$ cat src/rtl/pat_pkg.sv
// Package: request/response types, kind codes and register offsets for the timer.
`timescale 1ns / 1ps

package pat_pkg;

  localparam int unsigned CounterWidthDef   = 32;
  localparam int unsigned TickCountWidthDef = 16;

  // request kinds
  localparam logic [1:0] KIND_READ  = 2'd0;
  localparam logic [1:0] KIND_WRITE = 2'd1;
  localparam logic [1:0] KIND_TICK  = 2'd2;

  // register byte offsets
  localparam logic [7:0] OFS_CONTROL    = 8'h00;
  localparam logic [7:0] OFS_IRQ_ENABLE = 8'h0C;
  localparam logic [7:0] OFS_STATUS     = 8'h10;
  localparam logic [7:0] OFS_COUNTER    = 8'h24;
  localparam logic [7:0] OFS_PRESCALER  = 8'h28;
  localparam logic [7:0] OFS_RELOAD     = 8'h2C;

  typedef struct packed {
    logic [1:0]  kind;
    logic [7:0]  reg_offset;
    logic [31:0] write_data;
    logic [15:0] tick_count;
  } req_t;

  typedef struct packed {
    logic [31:0] read_data;
    logic        access_error;
    logic        irq_request;
  } rsp_t;

  typedef enum logic [2:0] {
    S_IDLE = 3'b001,
    S_TICK = 3'b010,
    S_DONE = 3'b100
  } state_e;

endpackage

$ cat src/rtl/prescaled_autoreload_timer.sv
// Prescaled auto-reload timer: register file, tick sequencer and response register.
`timescale 1ns / 1ps

// Response: a read, a write, or a burst that does nothing (zero ticks or counting off) shows
//   its response in the cycle after the request is taken; a burst runs S_TICK, then S_DONE.
// Throughput: one access per cycle while the output is not stalled; a burst stalls the request
//   side until S_DONE responds, as one tick unit (prescale and counter compare/increment) runs once a cycle.
// Reset: rst_ni clears all registers but the response data out_q asynchronously; no clearing pass is needed.
module prescaled_autoreload_timer #(
  parameter int unsigned COUNTER_WIDTH    = pat_pkg::CounterWidthDef,
  parameter int unsigned TICK_COUNT_WIDTH = pat_pkg::TickCountWidthDef
) (
  input  logic          clk_i,
  input  logic          rst_ni,
  input  logic          in_valid_i,
  output logic          in_stall_o,
  input  pat_pkg::req_t in_req_i,
  output logic          out_valid_o,
  input  logic          out_stall_i,
  output pat_pkg::rsp_t out_rsp_o
);

  localparam int unsigned CW = COUNTER_WIDTH;
  localparam int unsigned TW = TICK_COUNT_WIDTH;

  // architectural registers
  logic          en_q, en_d;
  logic          ie_q, ie_d;
  logic          flag_q, flag_d;
  logic [CW-1:0] cnt_q, cnt_d;
  logic [CW-1:0] psc_q, psc_d;
  logic [CW-1:0] arr_q, arr_d;
  logic [CW-1:0] prog_q, prog_d;

  // sequencer
  pat_pkg::state_e state_q, state_d;
  logic [TW-1:0]   remain_q, remain_d;
  logic            irq_acc_q, irq_acc_d;

  // response register
  logic          out_valid_q, out_valid_d;
  pat_pkg::rsp_t out_q, out_d;

  logic          out_free;
  logic          accept;
  logic [TW+15:0] ticks_ext;
  logic [TW-1:0]  ticks_in;
  logic [CW-1:0]  wr_val;
  logic [CW+31:0] rd_ext;
  logic [31:0]    rd_val;
  logic           rd_ok;
  logic [CW-1:0]  rd_raw;

  assign out_free   = !out_valid_q || !out_stall_i;
  assign in_stall_o = (state_q != pat_pkg::S_IDLE) || !out_free;
  assign accept     = in_valid_i && !in_stall_o;

  // tick count sized to TW bits, zero-extended or truncated
  assign ticks_ext = {{TW{1'b0}}, in_req_i.tick_count};
  assign ticks_in  = ticks_ext[TW-1:0];
  assign wr_val    = in_req_i.write_data[CW-1:0];

  // register read mux
  always_comb begin
    rd_ok  = 1'b1;
    rd_raw = '0;
    case (in_req_i.reg_offset)
      pat_pkg::OFS_CONTROL:    rd_raw = CW'(en_q);
      pat_pkg::OFS_IRQ_ENABLE: rd_raw = CW'(ie_q);
      pat_pkg::OFS_STATUS:     rd_raw = CW'(flag_q);
      pat_pkg::OFS_COUNTER:    rd_raw = cnt_q;
      pat_pkg::OFS_PRESCALER:  rd_raw = psc_q;
      pat_pkg::OFS_RELOAD:     rd_raw = arr_q;
      default:                 rd_ok  = 1'b0;
    endcase
  end

  assign rd_ext = {32'd0, rd_raw};
  assign rd_val = rd_ext[31:0];

  always_comb begin
    en_d        = en_q;
    ie_d        = ie_q;
    flag_d      = flag_q;
    cnt_d       = cnt_q;
    psc_d       = psc_q;
    arr_d       = arr_q;
    prog_d      = prog_q;
    state_d     = state_q;
    remain_d    = remain_q;
    irq_acc_d   = irq_acc_q;
    out_valid_d = out_valid_q && out_stall_i;
    out_d       = out_q;

    case (state_q)
      pat_pkg::S_IDLE: begin
        if (accept) begin
          out_d = '0;
          case (in_req_i.kind)
            pat_pkg::KIND_READ: begin
              out_valid_d        = 1'b1;
              out_d.read_data    = rd_ok ? rd_val : 32'd0;
              out_d.access_error = !rd_ok;
            end
            pat_pkg::KIND_WRITE: begin
              out_valid_d = 1'b1;
              case (in_req_i.reg_offset)
                pat_pkg::OFS_CONTROL:    en_d   = in_req_i.write_data[0];
                pat_pkg::OFS_IRQ_ENABLE: ie_d   = in_req_i.write_data[0];
                pat_pkg::OFS_STATUS:     flag_d = in_req_i.write_data[0];
                pat_pkg::OFS_COUNTER:    cnt_d  = wr_val;
                pat_pkg::OFS_PRESCALER: begin
                  psc_d  = wr_val;
                  prog_d = '0;
                end
                pat_pkg::OFS_RELOAD:     arr_d  = wr_val;
                default:                 out_d.access_error = 1'b1;
              endcase
            end
            pat_pkg::KIND_TICK: begin
              if (en_q && (ticks_in != '0)) begin
                state_d   = pat_pkg::S_TICK;
                remain_d  = ticks_in;
                irq_acc_d = 1'b0;
              end else begin
                out_valid_d = 1'b1;
              end
            end
            default: out_valid_d = 1'b1;  // reserved kind: empty response
          endcase
        end
      end

      // one tick per cycle through the compare/increment unit
      pat_pkg::S_TICK: begin
        if (prog_q < psc_q) begin
          prog_d = prog_q + 1'b1;
        end else begin
          prog_d = '0;
          if (cnt_q >= arr_q) begin
            cnt_d     = '0;
            flag_d    = 1'b1;
            irq_acc_d = irq_acc_q | ie_q;
          end else begin
            cnt_d = cnt_q + 1'b1;
          end
        end
        remain_d = remain_q - 1'b1;
        if (remain_q == TW'(1)) begin
          state_d = pat_pkg::S_DONE;
        end
      end

      pat_pkg::S_DONE: begin
        if (out_free) begin
          out_valid_d       = 1'b1;
          out_d             = '0;
          out_d.irq_request = irq_acc_q;
          state_d           = pat_pkg::S_IDLE;
        end
      end

      default: state_d = pat_pkg::S_IDLE;
    endcase
  end

  always_ff @(posedge clk_i or negedge rst_ni) begin
    if (!rst_ni) begin
      en_q        <= 1'b0;
      ie_q        <= 1'b0;
      flag_q      <= 1'b0;
      cnt_q       <= '0;
      psc_q       <= '0;
      arr_q       <= '0;
      prog_q      <= '0;
      state_q     <= pat_pkg::S_IDLE;
      remain_q    <= '0;
      irq_acc_q   <= 1'b0;
      out_valid_q <= 1'b0;
    end else begin
      en_q        <= en_d;
      ie_q        <= ie_d;
      flag_q      <= flag_d;
      cnt_q       <= cnt_d;
      psc_q       <= psc_d;
      arr_q       <= arr_d;
      prog_q      <= prog_d;
      state_q     <= state_d;
      remain_q    <= remain_d;
      irq_acc_q   <= irq_acc_d;
      out_valid_q <= out_valid_d;
    end
  end

  always_ff @(posedge clk_i) begin
    out_q <= out_d;
  end

  assign out_valid_o = out_valid_q;
  assign out_rsp_o   = out_q;

  // prescale progress never passes the prescaler: a prescaler write clears it
  a_prog_bound: assert property (@(posedge clk_i) disable iff (!rst_ni)
    prog_q <= psc_q)
    else $error("prescale progress above prescaler");

  // a burst only runs while counting is enabled and ticks remain
  a_tick_enabled: assert property (@(posedge clk_i) disable iff (!rst_ni)
    (state_q == pat_pkg::S_TICK) |-> (en_q && (remain_q != '0)))
    else $error("tick state with counting off or no ticks left");

  // a pending interrupt implies an update happened with the interrupt enabled
  a_irq_source: assert property (@(posedge clk_i) disable iff (!rst_ni)
    ((state_q != pat_pkg::S_IDLE) && irq_acc_q) |-> (ie_q && flag_q))
    else $error("interrupt without enabled update");

  // requests are taken only in the idle state
  a_accept_idle: assert property (@(posedge clk_i) disable iff (!rst_ni)
    accept |-> (state_q == pat_pkg::S_IDLE))
    else $error("request taken while busy");

  // the state register stays one-hot
  a_state_onehot: assert property (@(posedge clk_i) disable iff (!rst_ni)
    $onehot(state_q))
    else $error("state not one-hot");

endmodule

$ cat config.mk
export PLATFORM = sky130hd
export DESIGN_NAME = prescaled_autoreload_timer
export DESIGN_NICKNAME = d
export VERILOG_FILES = /design/src/rtl/pat_pkg.sv /design/src/rtl/prescaled_autoreload_timer.sv
export SDC_FILE = /design/constraint.sdc
export NUM_CORES = 1
export LEC_CHECK = 0
export ABC_AREA = 1
export ABC_CLOCK_PERIOD_IN_PS = 2500
export BUFFER_PORTS_ARGS = -buffer_cell sky130_fd_sc_hd__clkbuf_2
export CAP_MARGIN = 20
export CORE_AREA = 2 2 148 150
export DETAILED_ROUTE_END_ITERATION = 8
export DIE_AREA = 0 0 150 152
export PLACE_DENSITY_LB_ADDON = 0.1
export SLEW_MARGIN = 15
export SYNTH_ARGS = -nofsm -noshare
export SYNTH_HDL_FRONTEND = slang
export SYNTH_SLANG_ARGS = --single-unit
$ cat constraint.sdc
create_clock -name clk_i -period 2.5 [get_ports clk_i]
set_input_delay 0 -clock clk_i [delete_from_list [all_inputs] [get_ports clk_i]]
set_output_delay 0 -clock clk_i [all_outputs]
set_load 0.01 [all_outputs]
==> summary.txt <==
Largest net degree at the start of global routing: 69
Data arrival, critical path: 2.60 ns
Number of fillers in the final layout: 1928
Area occupied by multi-input gates: 5750 µm²
Hold Vio Cnt, Final: 0
Setup total negative slack: 0 ns
GRT Residual Overflow: 0
Port bufs: 97
Initial Util: 53.9%
Initial DRT Pass Iterations: 7
Routed via count: 10906
Crit Reg-Reg Startpoint: cnt_q[14]$_DFFE_PN0P_
Worst-Skew Late Latency: 0.44 ns
First-pass GRT wire length: 54.9 mm
Synthesized area per cell: 7.48 µm²
CTS tree: built
Register area: 4830 µm²
Total CTS buffers: 17
Clk slew on worst S/H paths: 0.07 ns
Initial antenna violation count: 0
Unrepaired setup endpoints after global routing: no
Yosys reg bits: 186
Die area: 22800 µm²
Final HPWL DP: 24.0 mm
DR DRC count: 0
WS Path Type: register to register
Antenna Cells: 0
Peak supply drop: 0.689 mV
RR Endpoint: cnt_q[4]$_DFFE_PN0P_
Least-Margin Pin Slew: 0.698 ns
Req. time, crit path: 2.83 ns
Die Y: 152 µm
FP Rows: 54
Synthesis Warnings: 0
Final setup viols: 0
Critical Path Sink: cnt_q[4]$_DFFE_PN0P_
Startpoint type of the worst setup path: register
Max-cap violation count: 0
Slew margin rel.: 53.5%
Final period utilization: 91.1%
Antenna viol nets, final: 0
Max-slew violation count: 0
Crit. End Element: register
Num ports: 98
Global-route usage over all layers: 30.5%
Fin Clk Skew: 0.0155 ns
Root Driver: clkbuf_16
R2R depth: 11
Number of global-route vias before repair: 10620
DR vias/cell: 5.46
Commonest cells after routing, fill and taps aside: 483 x nand2_1, 189 x inv_1, 151 x dfrtp_1
Min-delay worst type: input port to register
Placer congestion estimate: 0.966
H-tree levels: 4
Yosys cell types: 41
Net count after synthesis: 1668
Fmax: 439 MHz
CP startpoint: cnt_q[14]$_DFFE_PN0P_
Layout Utilization: 64.5%
DRT iter0 DRCs: 894
Commonest non-fill, non-tap cell in the layout: nand2_1
Wirelength, routed: 33.3 mm
CTS max path bufs: 2
WL/cell: 16.6 µm
Core ar.: 21400 µm²
Synthesized cell area: 11500 µm²
Final Critical Period: 2.28 ns
Die X: 150 µm
Leak: 6.24 nW
Final nets: 1835
Pwr dens: 1020 nW/µm²
TritonCTS Sinks: 186
Fraction of layout cells with a size suffix above 1: 12.2%
Sequential share of the synthesized area: 41.9%
Outcome: finished clean
Reg2reg setup slack: 0.22 ns
Crit path max fanout: 20
Layout overhead on the synthesized area: 19.5%
Syn Inst Count: 1539
-- timing repair --
item	in CTS	in global routing
setup endpoints to repair	0	43
hold buffers	53	0
endpoints found under the hold margin	175	0
buffers inserted	0	0
gates resized for setup	0	7
-- worst max-delay path, cell delays in order (launching register included) --
cell	delay (ns)
dfrtp_1	0.46
ha_1	0.31
nand2_1	0.09
nor4_1	0.38
nand2_1	0.09
nand2_1	0.13
nand2_1	0.09
nand2_1	0.09
buf_4	0.27
o22ai_1	0.11
nand2_1	0.08
nand2_1	0.05
-- state kept, by name, indices dropped and copies added, names as in the netlist --
name         flops
out_rsp_o       34
arr_q           32
flag_q           1
en_q             1
cnt_q           32
remain_q        16
prog_q          32
out_valid_o      1
psc_q           32
irq_acc_q        1
state_q          3
ie_q             1
-- per-layer routing --
metal	global-route usage [%]	up-vias	wire length, µm
li1	-	5389	-
met1	43.5	5076	15300
met2	47.9	381	15100
met3	4.74	60	2040
met4	9.93	0	849
met5	0	-	0
-- cell usage after synthesis (all sizes together) --
cell type	number	area share (%)
o221ai	1	0.076
nor4	18	0.98
nor3	26	1.3
dfrtp	151	33
o41ai	1	0.076
a31oi	37	2.0
a21oi	38	1.7
o21a	2	0.13
inv	194	6.3
nand3	55	2.4
nand4	38	2.1
xnor2	17	1.3
nor2	114	3.8
xor2	30	2.3
ha	67	7.3
nand3b	4	0.26
buf	18	0.87
o211ai	4	0.26
nor3b	2	0.13
o22ai	30	1.6
o2111a	1	0.098
clkbuf	38	1.2
a22oi	1	0.065
o2111ai	1	0.076
edfxtp	34	8.9
or2	6	0.33
o31ai	3	0.20
o21bai	3	0.20
o21ai	118	5.2
nand2	486	16
dfstp	1	0.23
-- through the flow --
stage | power (mW) | setup WS [ns] | area [µm²] | cells | hold slack [ns]
after floorplan | 8.76 | 0.0362 | 11500 | 1539 | -0.296
after global placement | 10.8 | 0.182 | 12600 | 1914 | 0.0777
after detailed placement | 10.9 | 0.136 | 12600 | 1914 | 0.0798
after CTS | 13.8 | 0.0928 | 13700 | 1999 | 0.00122
after global routing | 15.1 | 0.0443 | 13800 | 1999 | 0.0633
final | 14.0 | 0.223 | 13800 | 1999 | 0.0148
-- logic make-up (layout without fill, tap and decap cells) --
kind of cell,count (synthesis),in the layout,synth area share (%)
buffers and inverters,250,430,8.43
and+or+nand+nor,749,749,27.1
AOI/OAI and AO/OA,240,240,11.7
adders and majority gates,67,67,7.28
xor gates and xnor gates,47,47,3.57
DFF,186,186,41.9
-- worst min path at each step --
stage	startpoint	to	depth (start not counted)
6_report	in_req_i[48]	en_q$_DFFE_PN0P_	6
5_1_grt	in_req_i[48]	en_q$_DFFE_PN0P_	6
4_1_cts	in_req_i[52]	en_q$_DFFE_PN0P_	6
3_5_place_dp	rst_ni	arr_q[10]$_DFFE_PN0P_	1
3_3_place_gp	rst_ni	arr_q[10]$_DFFE_PN0P_	1
2_1_floorplan	rst_ni	arr_q[0]$_DFFE_PN0P_	0
-- cell type report --
type                       instances  area share [%]
tap                              280            2.54
timing repair buffer             204            11.0
multi-input combinational       1103            41.7
clock inverter                    12            1.01
clock buffer                      20            3.32
inverter                         194            5.32
sequential                       186            35.1
-- where the power goes --
| part | leakage (nW) | switching, mW | internal, mW |
|---|---|---|---|
| Sequential | 2.35 | 0.758 | 4.03 |
| Clock | 0.291 | 1.25 | 1.54 |
| Combinational | 3.59 | 4.01 | 2.42 |
(Power assumes the default switching activity.)
